`config.mk`:
```
export PLATFORM = sky130hd
export DESIGN_NAME = utf16_newline_converter_flat
export DESIGN_NICKNAME = d
export VERILOG_FILES = /design/src/rtl/core/u16nl_pkg.sv /design/src/rtl/core/u16nl_in_if.sv /design/src/rtl/core/u16nl_out_if.sv /design/src/rtl/core/u16nl_front.sv /design/src/rtl/core/u16nl_queue.sv /design/src/rtl/core/u16nl_back.sv /design/src/rtl/core/utf16_newline_converter.sv /design/src/flat_wrapper.sv
export SDC_FILE = /design/constraint.sdc
export NUM_CORES = 1
export LEC_CHECK = 0
export BUFFER_PORTS_ARGS = -buffer_cell sky130_fd_sc_hd__buf_2
export CAP_MARGIN = 20
export CORE_ASPECT_RATIO = 1.1
export CORE_MARGIN = 5
export CORE_UTILIZATION = 61
export DETAILED_ROUTE_END_ITERATION = 12
export GPL_TIMING_DRIVEN = 0
export PLACE_DENSITY_LB_ADDON = 0.05
export SLEW_MARGIN = 25
export SYNTH_ARGS = -nofsm -noshare
export SYNTH_HDL_FRONTEND = slang
export SYNTH_SLANG_ARGS = --single-unit
export TNS_END_PERCENT = 100
```
`constraint.sdc`:
```
create_clock -name clk -period 4.3 [get_ports clk]
set_clock_uncertainty 0.15 [all_clocks]
set_input_delay 0.86 -clock clk [delete_from_list [all_inputs] [get_ports clk]]
set_output_delay 0.86 -clock clk [all_outputs]
set_load 0.02 [all_outputs]
```
`src/rtl/core/u16nl_pkg.sv`:
```
// Package for the UTF-16 newline converter: character codes, byte order and
// line-ending codes, register indexes and the command passed from front to back.
// No dependencies.
package u16nl_pkg;

	localparam logic [7:0] BOM_LE   = 8'hFF;
	localparam logic [7:0] BOM_BE   = 8'hFE;
	localparam logic [7:0] CHAR_CR  = 8'h0D;
	localparam logic [7:0] CHAR_LF  = 8'h0A;
	localparam logic [7:0] CHAR_NUL = 8'h00;

	localparam logic [1:0] FMT_UNIX = 2'd0;
	localparam logic [1:0] FMT_MAC  = 2'd1;
	localparam logic [1:0] FMT_DOS  = 2'd2;

	localparam logic [1:0] REG_IN_FORMAT  = 2'd0;
	localparam logic [1:0] REG_OUT_FORMAT = 2'd1;
	localparam logic [1:0] REG_SWAP_BYTES = 2'd2;

	localparam int QUEUE_DEPTH = 2;

	typedef enum logic [1:0] {
		ORDER_NONE = 2'd0,
		ORDER_LE   = 2'd1,
		ORDER_BE   = 2'd2
	} order_t;

	typedef struct packed {
		logic [7:0] unit0_first;
		logic [7:0] unit0_second;
		logic [7:0] unit1_first;
		logic [7:0] unit1_second;
		logic       two;
	} cmd_t;

endpackage

```
`src/rtl/core/u16nl_in_if.sv`:
```
// Request channel carrying one UTF-16 code unit as two stream bytes.
// No dependencies.
interface u16nl_in_if;
	logic       valid;
	logic       ready;
	logic [7:0] first_byte;
	logic [7:0] second_byte;

	modport source(output valid, first_byte, second_byte, input ready);
	modport sink(input valid, first_byte, second_byte, output ready);
endinterface

```
`src/rtl/core/u16nl_out_if.sv`:
```
// Request channel carrying one emitted UTF-16 code unit.
// No dependencies.
interface u16nl_out_if;
	logic       valid;
	logic       ready;
	logic [7:0] out_first_byte;
	logic [7:0] out_second_byte;
	logic       last_of_run;

	modport source(output valid, out_first_byte, out_second_byte, last_of_run, input ready);
	modport sink(input valid, out_first_byte, out_second_byte, last_of_run, output ready);
endinterface

```
`src/rtl/core/u16nl_front.sv`:
```
// Front end: holds the configuration and stream state, accepts code units and
// classifies each into a command of one or two output units, or none.
// Depends on u16nl_pkg.
module u16nl_front (
	input  logic             clk,
	input  logic             arst_n,
	input  logic             cfg_we,
	input  logic [1:0]       cfg_idx,
	input  logic [1:0]       cfg_data,
	input  logic             in_valid,
	output logic             in_ready,
	input  logic [7:0]       in_first,
	input  logic [7:0]       in_second,
	input  logic             q_full,
	output logic             push,
	output u16nl_pkg::cmd_t  push_cmd
);

	logic [1:0]        in_format_q;
	logic [1:0]        out_format_q;
	logic              swap_q;
	logic              seen_q;
	u16nl_pkg::order_t order_q;
	logic              skip_q;

	logic              accept;
	u16nl_pkg::order_t order_now;
	logic              is_nl;
	logic              emit;
	logic              skip_d;
	logic [7:0]        cr_first, cr_second, lf_first, lf_second;
	u16nl_pkg::cmd_t   nl_cmd;
	u16nl_pkg::cmd_t   unit_cmd;

	assign in_ready = !q_full;
	assign accept   = in_valid && in_ready;

	always_comb begin
		if (seen_q) begin
			order_now = order_q;
		end else if (in_first == u16nl_pkg::BOM_LE) begin
			order_now = u16nl_pkg::ORDER_LE;
		end else if (in_first == u16nl_pkg::BOM_BE) begin
			order_now = u16nl_pkg::ORDER_BE;
		end else begin
			order_now = u16nl_pkg::ORDER_NONE;
		end
	end

	always_comb begin
		unique case (order_now)
			u16nl_pkg::ORDER_LE: begin
				is_nl = (in_second == u16nl_pkg::CHAR_NUL) &&
					(in_first == u16nl_pkg::CHAR_CR || in_first == u16nl_pkg::CHAR_LF);
			end
			u16nl_pkg::ORDER_BE: begin
				is_nl = (in_first == u16nl_pkg::CHAR_NUL) &&
					(in_second == u16nl_pkg::CHAR_CR || in_second == u16nl_pkg::CHAR_LF);
			end
			default: begin
				is_nl = 1'b0;
			end
		endcase
	end

	// Newline characters in source order, then exchanged when swapping.
	always_comb begin
		logic [7:0] cr_a, cr_b, lf_a, lf_b;
		if (order_now == u16nl_pkg::ORDER_LE) begin
			cr_a = u16nl_pkg::CHAR_CR;
			cr_b = u16nl_pkg::CHAR_NUL;
			lf_a = u16nl_pkg::CHAR_LF;
			lf_b = u16nl_pkg::CHAR_NUL;
		end else begin
			cr_a = u16nl_pkg::CHAR_NUL;
			cr_b = u16nl_pkg::CHAR_CR;
			lf_a = u16nl_pkg::CHAR_NUL;
			lf_b = u16nl_pkg::CHAR_LF;
		end
		cr_first  = swap_q ? cr_b : cr_a;
		cr_second = swap_q ? cr_a : cr_b;
		lf_first  = swap_q ? lf_b : lf_a;
		lf_second = swap_q ? lf_a : lf_b;
	end

	always_comb begin
		nl_cmd = '0;
		case (out_format_q)
			u16nl_pkg::FMT_DOS: begin
				nl_cmd.unit0_first  = cr_first;
				nl_cmd.unit0_second = cr_second;
				nl_cmd.unit1_first  = lf_first;
				nl_cmd.unit1_second = lf_second;
				nl_cmd.two          = 1'b1;
			end
			u16nl_pkg::FMT_MAC: begin
				nl_cmd.unit0_first  = cr_first;
				nl_cmd.unit0_second = cr_second;
			end
			default: begin
				nl_cmd.unit0_first  = lf_first;
				nl_cmd.unit0_second = lf_second;
			end
		endcase
	end

	always_comb begin
		unit_cmd              = '0;
		unit_cmd.unit0_first  = swap_q ? in_second : in_first;
		unit_cmd.unit0_second = swap_q ? in_first : in_second;
	end

	always_comb begin
		if (skip_q) begin
			emit     = 1'b1;
			skip_d   = 1'b0;
			push_cmd = nl_cmd;
		end else if (is_nl && in_format_q == u16nl_pkg::FMT_DOS) begin
			emit     = 1'b0;
			skip_d   = 1'b1;
			push_cmd = nl_cmd;
		end else if (is_nl) begin
			emit     = 1'b1;
			skip_d   = 1'b0;
			push_cmd = nl_cmd;
		end else begin
			emit     = 1'b1;
			skip_d   = 1'b0;
			push_cmd = unit_cmd;
		end
	end

	assign push = accept && emit;

	always_ff @(posedge clk or negedge arst_n) begin
		if (!arst_n) begin
			in_format_q  <= u16nl_pkg::FMT_UNIX;
			out_format_q <= u16nl_pkg::FMT_UNIX;
			swap_q       <= 1'b0;
		end else if (cfg_we) begin
			case (cfg_idx)
				u16nl_pkg::REG_IN_FORMAT:  in_format_q  <= cfg_data;
				u16nl_pkg::REG_OUT_FORMAT: out_format_q <= cfg_data;
				u16nl_pkg::REG_SWAP_BYTES: swap_q       <= cfg_data[0];
				default: ;
			endcase
		end
	end

	always_ff @(posedge clk or negedge arst_n) begin
		if (!arst_n) begin
			seen_q  <= 1'b0;
			order_q <= u16nl_pkg::ORDER_NONE;
			skip_q  <= 1'b0;
		end else if (accept) begin
			seen_q  <= 1'b1;
			order_q <= order_now;
			skip_q  <= skip_d;
		end
	end

	// A pending dropped unit only ever follows a newline of a marked stream.
	assert property (@(posedge clk) disable iff (!arst_n)
		skip_q |-> (seen_q && order_q != u16nl_pkg::ORDER_NONE))
		else $error("skip pending in an unmarked stream");

	assert property (@(posedge clk) disable iff (!arst_n)
		(accept && skip_q) |=> !skip_q)
		else $error("skip pending survived the dropped unit");

endmodule

```
`src/rtl/core/u16nl_queue.sv`:
```
// Short command queue between the front and back ends, held in flip-flops.
// Depends on u16nl_pkg.
module u16nl_queue #(
	parameter int DEPTH = u16nl_pkg::QUEUE_DEPTH
) (
	input  logic            clk,
	input  logic            arst_n,
	input  logic            push,
	input  u16nl_pkg::cmd_t push_cmd,
	output logic            full,
	output logic            q_valid,
	output u16nl_pkg::cmd_t q_cmd,
	input  logic            pop
);

	localparam int PW = (DEPTH > 1) ? $clog2(DEPTH) : 1;
	localparam int CW = $clog2(DEPTH + 1);

	u16nl_pkg::cmd_t entries_q [DEPTH];
	logic [PW-1:0]   wr_ptr_q;
	logic [PW-1:0]   rd_ptr_q;
	logic [CW-1:0]   count_q;

	assign full    = (count_q == CW'(DEPTH));
	assign q_valid = (count_q != '0);
	assign q_cmd   = entries_q[rd_ptr_q];

	always_ff @(posedge clk) begin
		if (push) begin
			entries_q[wr_ptr_q] <= push_cmd;
		end
	end

	always_ff @(posedge clk or negedge arst_n) begin
		if (!arst_n) begin
			wr_ptr_q <= '0;
			rd_ptr_q <= '0;
			count_q  <= '0;
		end else begin
			if (push) begin
				wr_ptr_q <= (wr_ptr_q == PW'(DEPTH - 1)) ? '0 : wr_ptr_q + 1'b1;
			end
			if (pop) begin
				rd_ptr_q <= (rd_ptr_q == PW'(DEPTH - 1)) ? '0 : rd_ptr_q + 1'b1;
			end
			if (push && !pop) begin
				count_q <= count_q + 1'b1;
			end else if (pop && !push) begin
				count_q <= count_q - 1'b1;
			end
		end
	end

	assert property (@(posedge clk) disable iff (!arst_n) push |-> !full)
		else $error("command pushed into a full queue");

	assert property (@(posedge clk) disable iff (!arst_n) pop |-> q_valid)
		else $error("command popped from an empty queue");

endmodule

```
`src/rtl/core/u16nl_back.sv`:
```
// Back end: expands each queued command into one or two output units and
// holds the current unit in an output register. Depends on u16nl_pkg.
module u16nl_back (
	input  logic            clk,
	input  logic            arst_n,
	input  logic            q_valid,
	input  u16nl_pkg::cmd_t q_cmd,
	output logic            pop,
	output logic            out_valid,
	input  logic            out_ready,
	output logic [7:0]      out_first,
	output logic [7:0]      out_second,
	output logic            out_last
);

	logic       valid_q;
	logic       phase_q;
	logic       load;
	logic [7:0] first_q, second_q;
	logic       last_q;

	assign load      = !valid_q || out_ready;
	assign pop       = load && q_valid && (phase_q || !q_cmd.two);
	assign out_valid = valid_q;
	assign out_first = first_q;
	assign out_second = second_q;
	assign out_last  = last_q;

	always_ff @(posedge clk or negedge arst_n) begin
		if (!arst_n) begin
			valid_q <= 1'b0;
			phase_q <= 1'b0;
		end else if (load) begin
			valid_q <= q_valid;
			if (q_valid) begin
				phase_q <= !phase_q && q_cmd.two;
			end
		end
	end

	always_ff @(posedge clk) begin
		if (load && q_valid) begin
			first_q  <= phase_q ? q_cmd.unit1_first : q_cmd.unit0_first;
			second_q <= phase_q ? q_cmd.unit1_second : q_cmd.unit0_second;
			last_q   <= phase_q || !q_cmd.two;
		end
	end

	// The second unit is only ever owed for a two-unit command still at the head.
	assert property (@(posedge clk) disable iff (!arst_n)
		phase_q |-> (q_valid && q_cmd.two))
		else $error("second unit owed without a two-unit command");

	assert property (@(posedge clk) disable iff (!arst_n)
		(load && q_valid && q_cmd.two && !phase_q) |=> (phase_q && valid_q && !last_q))
		else $error("first unit of a pair not followed by its partner");

endmodule

```
`src/rtl/core/utf16_newline_converter.sv`:
```
// UTF-16 newline converter: accepts one code unit per cycle while the queue is
// not full; a result unit passes through the queue and the output register after
// its request is accepted (for a DOS input newline, after the unit dropped after
// it). Sustained rate is one unit per cycle while the output is ready; a CR LF
// newline (two output units) with requests every cycle holds the input off.
// Reset clears the configuration to zero, the byte order detection and the queue.
module utf16_newline_converter #(
	parameter int QUEUE_DEPTH = u16nl_pkg::QUEUE_DEPTH
) (
	input  logic        clk,
	input  logic        arst_n,
	input  logic        cfg_we,
	input  logic [1:0]  cfg_idx,
	input  logic [1:0]  cfg_data,
	u16nl_in_if.sink    in_ch,
	u16nl_out_if.source out_ch
);

	logic            q_full;
	logic            push;
	u16nl_pkg::cmd_t push_cmd;
	logic            q_valid;
	u16nl_pkg::cmd_t q_cmd;
	logic            pop;

	u16nl_front u_front (
		.clk       (clk),
		.arst_n    (arst_n),
		.cfg_we    (cfg_we),
		.cfg_idx   (cfg_idx),
		.cfg_data  (cfg_data),
		.in_valid  (in_ch.valid),
		.in_ready  (in_ch.ready),
		.in_first  (in_ch.first_byte),
		.in_second (in_ch.second_byte),
		.q_full    (q_full),
		.push      (push),
		.push_cmd  (push_cmd)
	);

	u16nl_queue #(
		.DEPTH (QUEUE_DEPTH)
	) u_queue (
		.clk      (clk),
		.arst_n   (arst_n),
		.push     (push),
		.push_cmd (push_cmd),
		.full     (q_full),
		.q_valid  (q_valid),
		.q_cmd    (q_cmd),
		.pop      (pop)
	);

	u16nl_back u_back (
		.clk        (clk),
		.arst_n     (arst_n),
		.q_valid    (q_valid),
		.q_cmd      (q_cmd),
		.pop        (pop),
		.out_valid  (out_ch.valid),
		.out_ready  (out_ch.ready),
		.out_first  (out_ch.out_first_byte),
		.out_second (out_ch.out_second_byte),
		.out_last   (out_ch.last_of_run)
	);

endmodule
```
`src/flat_wrapper.sv`:
```
// flat-port wrapper written by rule: the top's interface ports become plain ports
module utf16_newline_converter_flat 
#(
	parameter int QUEUE_DEPTH = u16nl_pkg::QUEUE_DEPTH
)
  (clk, arst_n, cfg_we, cfg_idx, cfg_data, in_ch_valid, in_ch_first_byte, in_ch_second_byte, in_ch_ready, out_ch_valid, out_ch_out_first_byte, out_ch_out_second_byte, out_ch_last_of_run, out_ch_ready);
  u16nl_in_if in_ch_i ();
  u16nl_out_if out_ch_i ();
  input  logic clk;
  input  logic arst_n;
  input  logic cfg_we;
  input  logic [1:0] cfg_idx;
  input  logic [1:0] cfg_data;
  input wire logic [$bits(in_ch_i.valid)-1:0] in_ch_valid;
  input wire logic [$bits(in_ch_i.first_byte)-1:0] in_ch_first_byte;
  input wire logic [$bits(in_ch_i.second_byte)-1:0] in_ch_second_byte;
  output wire logic [$bits(in_ch_i.ready)-1:0] in_ch_ready;
  output wire logic [$bits(out_ch_i.valid)-1:0] out_ch_valid;
  output wire logic [$bits(out_ch_i.out_first_byte)-1:0] out_ch_out_first_byte;
  output wire logic [$bits(out_ch_i.out_second_byte)-1:0] out_ch_out_second_byte;
  output wire logic [$bits(out_ch_i.last_of_run)-1:0] out_ch_last_of_run;
  input wire logic [$bits(out_ch_i.ready)-1:0] out_ch_ready;
  assign in_ch_i.valid = in_ch_valid;
  assign in_ch_i.first_byte = in_ch_first_byte;
  assign in_ch_i.second_byte = in_ch_second_byte;
  assign in_ch_ready = in_ch_i.ready;
  assign out_ch_valid = out_ch_i.valid;
  assign out_ch_out_first_byte = out_ch_i.out_first_byte;
  assign out_ch_out_second_byte = out_ch_i.out_second_byte;
  assign out_ch_last_of_run = out_ch_i.last_of_run;
  assign out_ch_i.ready = out_ch_ready;
  utf16_newline_converter #(.QUEUE_DEPTH(QUEUE_DEPTH)) u_core (.clk(clk), .arst_n(arst_n), .cfg_we(cfg_we), .cfg_idx(cfg_idx), .cfg_data(cfg_data), .in_ch(in_ch_i), .out_ch(out_ch_i));
endmodule
```
=== Word level (Yosys, flattened, before mapping) ===
Memories as Yosys holds them, arrays and structs flattened.
Index checks and enable logic that the tools add are counted.

* Add/subtract/negate cells: 4
* Equality and inequality tests: 14
* Mux-type cells: 31
* Reduce and logical (&&, ||, !) cells: 30

{| class="wikitable"
|+ Operators with widths
! cell !! count
|-
| two-way mux 33 bit || 3
|-
| two-way mux 8 bit || 8
|-
| equality test 8 x 4 -> 1 bit (second input constant) || 4
|-
| two-way mux 17 bit || 1
|-
| equality test 8 bit (second input constant) || 2
|-
| zero test 8 bit || 2
|-
| two-way mux 16 bit || 1
|-
| two-way mux 4 bit || 4
|-
| equality test 2 bit (second input constant) || 5
|-
| logical AND 1 bit || 10
|-
| two-way mux 2 bit || 5
|-
| two-way mux 1 bit || 8
|-
| AND reduction 2 bit || 4
|-
| equality test 2 x 1 -> 1 bit (second input constant) || 3
|-
| zero test 1 bit || 6
|-
| logical OR 1 bit || 4
|-
| nonzero test 2 bit || 2
|-
| adder 1 bit (second input constant) || 2
|-
| adder 2 x 1 -> 2 bit (second input constant) || 1
|-
| zero test 2 bit || 1
|-
| one-hot mux 1 bit (2 select lines) || 1
|-
| OR reduction 2 bit || 1
|-
| subtractor 2 x 1 -> 2 bit (second input constant) || 1
|}

* Register bits: 32
* RAM bits: 66
* Memories kept: 1

{| class="wikitable"
|+ Memories
! memory !! depth !! bits a word !! rd ports !! clocked after Yosys merged registers in !! write ports !! line !! RTL
|-
| u_core.u_queue.entries_q || 2 || 33 || 1 || 0 || 1 || u16nl_queue.sv:19 || <nowiki>u16nl_pkg::cmd_t entries_q [DEPTH];</nowiki>
|}

=== Depth between registers and ports, before layout ===
Gate-level depths: netlist of run 1.

* Word-level depth: 14
* Mapped depth: 13
* Mapped depth without buffers: 13

=== Modules after synthesis ===
From an unflattened synthesis of run 1, not the netlist that was laid out.

* Cell total of the unflattened synthesis: 281
* Area, all modules: 4596.9 µm²

{| class="wikitable"
|+ By module, submodules not included
! module !! instances !! cells an instance !! area an instance (µm²) !! seq. area each (µm²)
|-
| u16nl_queue || 1 || 119 || 2722.6 || 2082.0
|-
| u16nl_front || 1 || 117 || 1023.5 || 225.2
|-
| u16nl_back || 1 || 45 || 850.8 || 560.5
|}

=== Least setup slack after synthesis of run 1 ===
OpenSTA, ideal clock, no wires.

* Kind: input-to-reg
* From: input in_ch_first_byte[7]
* To: memory u_core.u_queue.entries_q[0][0] (netlist name), enable pin
* Data arrival time: 2.918 ns
* Setup slack: 0.836 ns
* Cell stages on the path: 9
* Buffers on the path: 0
* Cell sequence: nand4_1 -> nor2_1 -> a22oi_1 -> inv_1 -> ha_1 -> nand4bb_1 -> o41ai_4 -> a31oi_2 -> nor2b_1

* Elaborated cells between the ends (all ways): 20

{| class="wikitable"
|+ RTL lines
! what !! line !! RTL
|-
| start, declared || flat_wrapper.sv:15 || <nowiki>input wire logic [$bits(in_ch_i.first_byte)-1:0] in_ch_first_byte;</nowiki>
|-
| equality test 8 bit (*) || u16nl_front.sv:41 || <nowiki>end else if (in_first == u16nl_pkg::BOM_LE) begin</nowiki>
|-
| two-way mux 2 bit (*) || u16nl_front.sv:41 ||
|-
| two-way mux 2 bit (*) || u16nl_front.sv:39 || <nowiki>if (seen_q) begin</nowiki>
|-
| net u_core.u_front.order_now[0] || u16nl_front.sv:27 || <nowiki>u16nl_pkg::order_t order_now;</nowiki>
|-
| equality test 2 bit / equality test 2 x 1 -> 1 bit (equally long branches) || u16nl_front.sv:51 || <nowiki>unique case (order_now)</nowiki>
|-
| one-hot mux 1 bit (2 select lines) (*) || u16nl_front.sv:51 ||
|-
| logical AND 1 bit (*) || u16nl_front.sv:118 || <nowiki>end else if (is_nl && in_format_q == u16nl_pkg::FMT_DOS) begin</nowiki>
|-
| two-way mux 1 bit (*) || u16nl_front.sv:118 ||
|-
| two-way mux 1 bit (*) || u16nl_front.sv:114 || <nowiki>if (skip_q) begin</nowiki>
|-
| logical AND 1 bit (*) || u16nl_front.sv:133 || <nowiki>assign push = accept && emit;</nowiki>
|-
| net u_core.push || utf16_newline_converter.sv:20 || <nowiki>logic push;</nowiki>
|-
| two-way mux 1 bit (*) || u16nl_queue.sv:29 || <nowiki>if (push) begin</nowiki>
|-
| two-way mux 1 bit (implied by the code) (*) || u16nl_queue.sv:30 || <nowiki>entries_q[wr_ptr_q] <= push_cmd;</nowiki>
|-
| end, declared || u16nl_queue.sv:19 ||
|}

The timed path passes the listed nets; every way through them passes the cells marked *.

=== Final worst setup path of run 1 ===
* From: input in_ch_first_byte[2]
* To: memory u_core.u_queue.entries_q[1][31] (netlist name), enable pin

* Word-level cells in the longest chain between the ends: 12
* Elaborated cells between the ends (all ways): 20

{| class="wikitable"
|+ RTL lines
! what !! line !! RTL
|-
| equality test 8 bit || u16nl_front.sv:43 || <nowiki>end else if (in_first == u16nl_pkg::BOM_BE) begin</nowiki>
|-
| two-way mux 2 bit || u16nl_front.sv:43 ||
|-
| two-way mux 2 bit || u16nl_front.sv:41 ||
|-
| two-way mux 2 bit || u16nl_front.sv:39 ||
|-
| equality test 2 bit / equality test 2 x 1 -> 1 bit (equally long branches) || u16nl_front.sv:51 ||
|-
| one-hot mux 1 bit (2 select lines) (*) || u16nl_front.sv:51 ||
|-
| logical AND 1 bit (*) || u16nl_front.sv:118 ||
|-
| two-way mux 1 bit (*) || u16nl_front.sv:118 ||
|-
| two-way mux 1 bit (*) || u16nl_front.sv:114 ||
|-
| logical AND 1 bit (*) || u16nl_front.sv:133 ||
|-
| net u_core.push || utf16_newline_converter.sv:20 ||
|-
| two-way mux 1 bit (*) || u16nl_queue.sv:29 ||
|-
| two-way mux 1 bit (implied by the code) (*) || u16nl_queue.sv:30 ||
|}

Marked as above.

==> results of run 1 <==
report_power, final:
part	leakage [nW]	total, W	internal [W]	switching, W
clock	0.0876	0.000481	0.000257	0.000224
sequential	0.701	0.00107	0.00101	0.0000616
combinational	0.766	0.000737	0.000284	0.000454
total	1.55	0.00229	0.00155	0.000739
cell families (layout without fill, tap and decap cells):
kind of cell,after synthesis,in the layout
AO/OA/AOI/OAI,13,13
multiplexers,47,47
AND/OR/NAND/NOR,58,58
buffers and inverters,13,73
flip-flops,70,70
XOR/XNOR,7,7
adder cells (fa/ha/maj),4,4
final timing paths:
| check | start | to | slack (ps) |
|---|---|---|---|
| min in group clk | u_core.u_front.order_q[1] | u_core.u_front.order_q[1] | 350 |
| hold reg to reg | u_core.u_front.order_q[1] | u_core.u_front.order_q[1] | 350 |
| hold / removal | arst_n | u_core.u_front.in_format_q[1] | 270 |
| setup reg to reg | u_core.u_front.seen_q | u_core.u_queue.entries_q[1][31] | 1240 |
| setup / recovery | in_ch_first_byte[2] | u_core.u_queue.entries_q[1][31] | 990 |
| max in group asynchronous | arst_n | u_core.u_back.phase_q | 3470 |
area by class of cell:
class / instances / area share
Buffer: 7 / 0.00924
Clock buffer: 9 / 0.0339
Clock inverter: 6 / 0.0147
Inverter: 6 / 0.00616
Multi-Input combinational cell: 129 / 0.296
Sequential cell: 70 / 0.555
Tap cell: 58 / 0.0199
Timing Repair Buffer: 45 / 0.0650
per-layer routing:
| layer | track usage | vias up | wire [µm] | part of all wire |
|---|---|---|---|---|
| met5 | 0 | - | 0 | 0 |
| met4 | 0.0954 | 0 | 113 | 0.022 |
| met3 | 0.0441 | 9 | 273 | 0.052 |
| met2 | 0.276 | 52 | 2500 | 0.48 |
| met1 | 0.231 | 876 | 2360 | 0.45 |
| li1 | - | 906 | - | - |
layout by cell type (no fill, tap or decap), types with 2 or more instances in the layout:
cell type  instances
nor4_1             2
mux2_2             6
buf_6              2
nand2b_1           4
dfrtp_1           15
and3_1             2
o21ai_0            4
nor2_1            24
clkinv_1           3
nor3b_1            3
clkbuf_1           2
nand2_1            9
mux4_2             4
xnor2_1            3
inv_1              6
mux2i_1           37
nand3b_1           2
a21oi_1            2
clkbuf_8           9
edfxtp_1          55
and2_1             2
ha_1               4
buf_2             46
xor2_1             4
state kept, by name, summed over array words and instances (netlist names):
register	count
u_core.u_back.out_valid	1
u_core.u_front.swap_q	1
u_core.u_back.out_first	8
u_core.u_front.seen_q	1
u_core.u_front.skip_q	1
u_core.u_queue.entries_q	38
u_core.u_back.out_last	1
u_core.u_front.in_format_q	2
u_core.u_front.order_q	2
u_core.u_queue.wr_ptr_q	1
u_core.u_queue.rd_ptr_q	1
u_core.u_queue.count_q	2
u_core.u_back.phase_q	1
u_core.u_front.out_format_q	2
u_core.u_back.out_second	8
stage by stage:
step / total power [W] / std cells
floorplan: 0.00160 / 212
global placement: 0.00179 / 313
detailed placement: 0.00183 / 315
CTS: 0.00231 / 330
global route: 0.00243 / 330
finish: 0.00229 / 330
critical path, cell delays in order:
cell	delay, ps
buf_2	140
nand4b_1	120
nor3_1	60
a21oi_1	240
ha_1	280
nand4bb_1	170
o41ai_4	490
a31oi_2	230
and2_1	510
==> impl_metrics.env, run 1 <==
export IMPL_relSlewSlack=0.406
export IMPL_rows=27
export IMPL_period_minus_slack_ps=3310
export IMPL_fin_setup_tns_ps=0
export IMPL_drtPass1Iterations=4
export IMPL_cp_data_required_time_ps=4100
export IMPL_cts_hold_buf=0
export IMPL_final_util=0.726
export IMPL_synth_adder_area_share=0.0158
export IMPL_worst_slack_ps=990
export IMPL_fillCellCount=336
export IMPL_synthArstFlopShare=0.214
export IMPL_final_area_mm2=0.00365
export IMPL_h_tree_depth=3
export IMPL_place_gp_congestion=0.762
export IMPL_clock_fmax_mhz=302
export IMPL_wl_per_cell_um=15.9
export IMPL_whs_ps=274
export IMPL_clock_path_buffers=2
export IMPL_ys_flop_type="edfxtp_1"
export IMPL_cts_setup_buffers=0
export IMPL_cap_violations=0
export IMPL_worst_setup_path_end_kind="flip-flop"
export IMPL_grt_pass1_wl_mm=8.92
export IMPL_initial_core_util=0.628
export IMPL_synth_edff_count=55
export IMPL_syn_num_nets=241
export IMPL_grt_pass1_vias=1852
export IMPL_tightest_slew_ps=891
export IMPL_num_vias=1843
export IMPL_multi_input_area_mm2=0.00108
export IMPL_yosys_warnings=0
export IMPL_rsz0062_at_grt="false"
export IMPL_core_area_mm2=0.00503
export IMPL_die_area_mm2=0.00672
export IMPL_synth_area_per_cell_um2=14.9
export IMPL_synthMuxAreaShare=0.167
export IMPL_fin_nets=297
export IMPL_setup_violations=0
export IMPL_worstSetupPathType="input port to flip-flop"
export IMPL_cts_buffers_inserted=9
export IMPL_crit_fanout=19
export IMPL_synth_most_common_cell="edfxtp_1"
export IMPL_synth_top_area_frac=0.523
export IMPL_dp_slack_ps=654
export IMPL_synth_commonest_cells="edfxtp_1, mux2i_1, nor2_1, dfrtp_1, nand2_1"
export IMPL_cts_tree="built"
export IMPL_area_growth_pct=15.6
export IMPL_drive_gt1_frac=0.290
export IMPL_synth_xor_area_frac=0.0194
export IMPL_area_sequential_mm2=0.00203
export IMPL_routed_wl_mm=5.25
export IMPL_power_leakage_nw=1.55
export IMPL_drt_iter0_drc=153
export IMPL_die_w_um=78.6
export IMPL_path_clk_slew_ps=70
export IMPL_clock_latency_ps=330
export IMPL_synth_seq_cells=70
export IMPL_p_per_area_mw_per_mm2=626
export IMPL_grt_ovfl_total=0
export IMPL_ir_drop_v=0.000298
export IMPL_dpl_hpwl_mm=3.84
export IMPL_synth_top_family_by_area="multiplexers"
export IMPL_ys_seq_area_frac=0.641
export IMPL_die_h_um=85.5
export IMPL_grt_max_degree=20
export IMPL_ioPinCount=44
export IMPL_synth_compound_gate_area_share=0.0384
export IMPL_status="finished clean"
export IMPL_crit_arrival_ps=3110
export IMPL_cts_resized=0
export IMPL_place_area_mm2=0.00348
export IMPL_antenna_found_initial=0
export IMPL_post_route_period_util=0.770
export IMPL_start_kind="input port"
export IMPL_cts_root_buf="clkbuf_8"
export IMPL_via_per_inst=5.58
export IMPL_grt_usage=0.178
export IMPL_drv_slew=0
export IMPL_synthCells=212
export IMPL_clock_sinks=70
export IMPL_antenna_cells=0
export IMPL_ant_nets=0
export IMPL_r2r_cells=9
export IMPL_netlist_area_mm2=0.00316
export IMPL_synthTopCellsByArea="edfxtp_1, dfrtp_1, mux2i_1, mux4_2, nor2_1"
export IMPL_hold_class="input port to asynchronous set/reset pin"
export IMPL_synth_largest_area_cell="edfxtp_1"
export IMPL_portBuffers=43
export IMPL_synth_cell_types=39
export IMPL_drcViolationCount=0
export IMPL_finalHoldViolCount=0
export IMPL_synthSimpleGateAreaFrac=0.100
(Power assumes the default switching activity.)
==> inputs of run 2 (changes only) <==
Settings changed: CORE_UTILIZATION 61 to 51.
Clock period 4.3 ns to 2.7 ns, I/O delays scaled along.
==> impl_metrics.env, run 2 (synthesis results as in run 1) <==
export IMPL_status="finished clean"
export IMPL_dpl_hpwl_mm=3.97
export IMPL_post_route_period_util=0.989
export IMPL_die_area_mm2=0.00787
export IMPL_clock_latency_ps=340
export IMPL_h_tree_depth=3
export IMPL_cp_data_required_time_ps=2650
export IMPL_ant_nets=0
export IMPL_portBuffers=43
export IMPL_finalHoldViolCount=0
export IMPL_num_vias=1857
export IMPL_rsz0062_at_grt="true"
export IMPL_cts_buffers_inserted=9
export IMPL_layout_commonest_cell="edfxtp_1"
export IMPL_hold_class="input port to flip-flop"
export IMPL_setup_violations=0
export IMPL_fin_nets=308
export IMPL_clock_fmax_mhz=374
export IMPL_grt_max_degree=20
export IMPL_worst_setup_path_end_kind="flip-flop"
export IMPL_area_growth_pct=21.2
export IMPL_via_per_inst=5.10
export IMPL_stdcell_count=364
export IMPL_power_leakage_nw=1.62
export IMPL_highest_layer="met4"
export IMPL_dr_wl_met2_mm=2.67
export IMPL_start_kind="flip-flop"
export IMPL_drcViolationCount=0
export IMPL_cap_violations=0
export IMPL_drv_slew=0
export IMPL_antenna_cells=0
export IMPL_clock_path_buffers=2
export IMPL_cts_tree="built"
export IMPL_routed_wl_mm=5.71
export IMPL_die_w_um=85.1
export IMPL_met3WireLength_um=215
export IMPL_dp_cells=336
export IMPL_ioPinCount=44
export IMPL_die_h_um=92.6
export IMPL_rows=30
export IMPL_drt_iter0_drc=63
export IMPL_fillCellCount=481
export IMPL_worstSetupPathType="flip-flop to flip-flop"
export IMPL_ir_drop_v=0.000483
export IMPL_tightest_slew_ps=683
export IMPL_wl_per_cell_um=15.7
export IMPL_grt_pass1_vias=1931
export IMPL_grt_ovfl_total=0
export IMPL_path_clk_slew_ps=70
export IMPL_largest_reg_flops=38
export IMPL_clock_sinks=70
export IMPL_antenna_found_initial=0
export IMPL_relSlewSlack=0.544
export IMPL_p_per_area_mw_per_mm2=965
export IMPL_grt_pass1_wl_mm=9.47
export IMPL_core_area_mm2=0.00612
export IMPL_finalPower_w=0.00370
export IMPL_top_register="u_core.u_queue.entries_q"
export IMPL_grt_usage=0.158
export IMPL_crit_arrival_ps=2620
export IMPL_final_cell_mix="edfxtp_1, buf_2, mux2i_1"
export IMPL_initial_core_util=0.517
export IMPL_drtPass1Iterations=4
export IMPL_wl_met1_mm=2.72
export IMPL_drive_gt1_frac=0.345
export IMPL_final_util=0.626
export IMPL_cts_root_buf="clkbuf_8"
export IMPL_fin_setup_tns_ps=0
export IMPL_period_minus_slack_ps=2670
export IMPL_place_gp_congestion=0.774
export IMPL_crit_fanout=19
[run 2: changes by cell type in the layout (fill, tap and decap cells not counted), sizes merged]
| cell | delta |
|---|---|
| and2 | +1 |
| buf | +9 |
| bufinv | -1 |
| clkbuf | +4 |
| clkinv | -3 |
| clkinvlp | +1 |
| dlygate4sd3 | +1 |
[run 2: through the flow]
stage / hold slack [ps] / setup WS [ps] / area [µm²]
after floorplan: 94.4 / 1.43 / 3170
after global placement: 315 / -572 / 3480
after detailed placement: 317 / -467 / 3500
after CTS: 242 / 6.57 / 3760
after global routing: 237 / -139 / 3830
final: 247 / 29.7 / 3830
[run 2: path summary, 6_finish.rpt]
kind / from / to / slack (ps) / depth (start not counted)
setup / recovery: u_core.u_front.seen_q / u_core.u_queue.entries_q[0][24] / 30 / 13
hold / removal: out_ch_ready / u_core.u_back.out_valid / 250 / 2
setup reg to reg: u_core.u_front.seen_q / u_core.u_queue.entries_q[0][24] / 30 / 13
hold reg to reg: u_core.u_queue.count_q[1] / u_core.u_queue.count_q[1] / 350 / 1
max in group asynchronous: arst_n / u_core.u_front.swap_q / 1670 / 2
min in group asynchronous: arst_n / u_core.u_front.out_format_q[1] / 480 / 2
[run 2: layer usage]
layer / GRT usage / vias to the layer above
li1: - / 922
met1: 0.210 / 883
met2: 0.239 / 42
met3: 0.0418 / 10
met4: 0.0778 / 0
met5: 0 / -
[run 2: critical path, cell delays in order (launching register included)]
cell and delay (ps):
dfrtp_1 390, nand4b_1 200, buf_4 160, nor3_4 120
a21oi_2 70, inv_1 60, ha_1 210, nor2_1 100
nand2_1 90, nor4_4 270, a31oi_4 140, buf_4 180
nor2b_4 130, buf_12 160
[run 2: repair_timing]
item / in CTS / in global routing
resized for setup: 4 / 8
setup buffers: 6 / 4
endpoints found under the setup margin: 40 / 76
endpoints found under the hold margin: 15 / 0
gates cloned: 0 / 1
hold buffers: 1 / 0
pin swaps: 3 / 8
[run 2: report_power, final]
group / total, W / switching [W] / internal, W
logic: 0.00123 / 0.000736 / 0.000495
clock network: 0.000757 / 0.000376 / 0.000381
registers: 0.00171 / 0.000105 / 0.00160
[run 2: area by class of cell]
| class | instances | area [µm²] | share of cell area |
|---|---|---|---|
| Clock buffer | 13 | 159 | 0.0415 |
| Sequential cell | 70 | 2030 | 0.529 |
| Tap cell | 80 | 100 | 0.0261 |
| Multi-Input combinational cell | 130 | 1140 | 0.298 |
| Buffer | 7 | 37.5 | 0.00980 |
| Clock inverter | 3 | 18.8 | 0.00490 |
| Inverter | 6 | 22.5 | 0.00588 |
| Timing Repair Buffer | 55 | 324 | 0.0846 |
==> inputs of run 3 (changes only) <==
Settings changed: BUFFER_PORTS_ARGS -buffer_cell sky130_fd_sc_hd__buf_2 to default, CELL_PAD_IN_SITES_DETAIL_PLACEMENT from default to 2, CELL_PAD_IN_SITES_GLOBAL_PLACEMENT from default to 2, CORE_UTILIZATION 51 to 38, DONT_BUFFER_PORTS from default to 1.
==> impl_metrics.env, run 3 (synthesis results as in run 1) <==
export IMPL_status="complete, but fails checks"
export IMPL_violations="setup timing"
export IMPL_cap_violations=0
export IMPL_die_h_um=106
export IMPL_cp_data_required_time_ps=2540
export IMPL_fin_nets=264
export IMPL_start_kind="flip-flop"
export IMPL_crit_fanout=19
export IMPL_via_per_inst=5.09
export IMPL_grt_pass1_vias=2053
export IMPL_p_per_area_mw_per_mm2=1020
export IMPL_hold_class="input port to flip-flop"
export IMPL_grt_max_degree=20
export IMPL_crit_chain="nand4b_1 > nor2_1 > a22oi_2 > inv_1 > ha_2 > nand4bb_1 > o41ai_4 > buf_4 > a31oi_4 > and2_2"
export IMPL_clock_sinks=70
export IMPL_relSlewSlack=0.506
export IMPL_period_minus_slack_ps=2700
export IMPL_ant_nets=0
export IMPL_die_area_mm2=0.0102
export IMPL_largest_reg_flops=38
export IMPL_switching_share=0.338
export IMPL_cts_tree="built"
export IMPL_drv_slew=0
export IMPL_worst_slack_ps=-3.92
export IMPL_final_cell_mix="edfxtp_1, mux2i_1, nor2_1"
export IMPL_layout_commonest_cell="edfxtp_1"
export IMPL_internal_power_w=0.00251
export IMPL_post_route_period_util=1.00
export IMPL_final_area_mm2=0.00374
export IMPL_h_tree_depth=3
export IMPL_cts_root_buf="clkbuf_8"
export IMPL_clock_fmax_mhz=370
export IMPL_top_register="u_core.u_queue.entries_q"
export IMPL_rsz0062_at_grt="true"
export IMPL_wl_per_cell_um=20.7
export IMPL_cts_buffers_inserted=9
export IMPL_place_gp_congestion=0.699
export IMPL_cpPeakStageDelay_ps=490
export IMPL_antenna_cells=0
export IMPL_crit_arrival_ps=2540
export IMPL_area_growth_pct=18.2
export IMPL_num_vias=1785
export IMPL_worstSetupPathType="flip-flop to flip-flop"
export IMPL_grt_pass1_wl_mm=11.6
export IMPL_finalHoldViolCount=0
export IMPL_slowest_stage="and2_2"
export IMPL_fin_setup_tns_ps=-22.5
export IMPL_ir_drop_v=0.000352
export IMPL_sequentialPowerShare=0.507
export IMPL_initial_core_util=0.384
export IMPL_routed_wl_mm=7.26
export IMPL_tightest_slew_ps=738
export IMPL_place_area_mm2=0.00332
export IMPL_portBuffers=0
export IMPL_drt_iter0_drc=42
export IMPL_die_w_um=97.0
export IMPL_drcViolationCount=0
export IMPL_switchingPower_w=0.00128
export IMPL_power_leakage_nw=1.43
export IMPL_worst_setup_path_end_kind="flip-flop"
export IMPL_final_util=0.454
export IMPL_combPwrFrac=0.245
export IMPL_rows=35
export IMPL_grt_usage=0.148
export IMPL_clock_path_buffers=2
export IMPL_dpl_hpwl_mm=5.00
export IMPL_path_clk_slew_ps=80
export IMPL_dp_cells=323
export IMPL_antenna_found_initial=0
export IMPL_drtPass1Iterations=4
export IMPL_core_area_mm2=0.00823
export IMPL_clockPowerShare=0.248
export IMPL_stdcell_count=351
export IMPL_setup_violations=9
export IMPL_drive_gt1_frac=0.267
export IMPL_clock_latency_ps=350
export IMPL_ioPinCount=44
export IMPL_grt_ovfl_total=0
-- run 3: cell types whose count changed in the layout (fill, tap and decap cells not counted), sizes merged --
| cell | previous run | this run |
|---|---|---|
| buf | 59 | 16 |
| clkbuf | 15 | 12 |
| bufinv | 0 | 2 |
| clkinv | 1 | 3 |
| and2 | 3 | 2 |
| clkinvlp | 2 | 1 |
-- run 3: metal layers --
layer / vias to the layer above / track usage / wire length, µm
li1: 830 / - / -
met1: 906 / 0.162 / 2900
met2: 36 / 0.277 / 4000
met3: 13 / 0.0357 / 246
met4: 0 / 0.0512 / 112
met5: - / 0 / 0
-- run 3: path summary, 6_finish.rpt --
check	start	endpoint	slack (ps)	depth (start not counted)
setup reg to reg	u_core.u_front.seen_q	u_core.u_queue.entries_q[1][27]	-4	10
setup / recovery	u_core.u_front.seen_q	u_core.u_queue.entries_q[1][27]	-4	10
max in group asynchronous	arst_n	u_core.u_queue.rd_ptr_q	1400	1
min in group asynchronous	arst_n	u_core.u_back.out_valid	540	1
hold reg to reg	u_core.u_queue.count_q[1]	u_core.u_queue.count_q[1]	350	1
hold / removal	out_ch_ready	u_core.u_back.out_valid	130	1
-- run 3: power groups by stage --
stage	clock [W]	combinational (W)	sequential (W)
after floorplan	0	0.000659	0.00190
after global placement	0	0.000810	0.00193
after CTS	0.000964	0.000947	0.00194
final	0.000940	0.000932	0.00192
after global routing	0.00101	0.00102	0.00197
after detailed placement	0	0.000868	0.00196
-- run 3: worst max-delay path: cells and delay by family, from the launching register on --
family,cells,cell delay (ps)
flip-flops,1,360
adder cells (fa/ha/maj),1,190
AND/OR/NAND/NOR,4,860
AO/OA/AOI/OAI,3,530
buffers and inverters,2,240
-- run 3: final cells by class --
| type | instances | area (µm²) |
|---|---|---|
| tap | 111 | 139 |
| timing repair buffer | 12 | 121 |
| clock inverter | 6 | 86.3 |
| buffer | 7 | 37.5 |
| inverter | 6 | 22.5 |
| sequential | 70 | 2030 |
| fill | 814 | 4500 |
| multi-input combinational | 129 | 1170 |
| clock buffer | 10 | 128 |
-- run 3: repair_timing --
item | CTS | global route
setup buffers | 9 | 2
cloned | 0 | 1
hold buffers | 1 | 0
gates resized for setup | 12 | 7
pin swaps | 7 | 4
endpoints found under the setup margin | 75 | 78
endpoints found under the hold margin | 15 | 0
-- run 3: stage by stage --
step	power [W]	worst slack, ps	hold slack [ps]
finish	0.00380	-3.92	133
global route	0.00399	-139	130
CTS	0.00385	-45.5	115
detailed placement	0.00282	-515	94.8
global placement	0.00274	-608	94.8
floorplan	0.00255	1.43	94.4
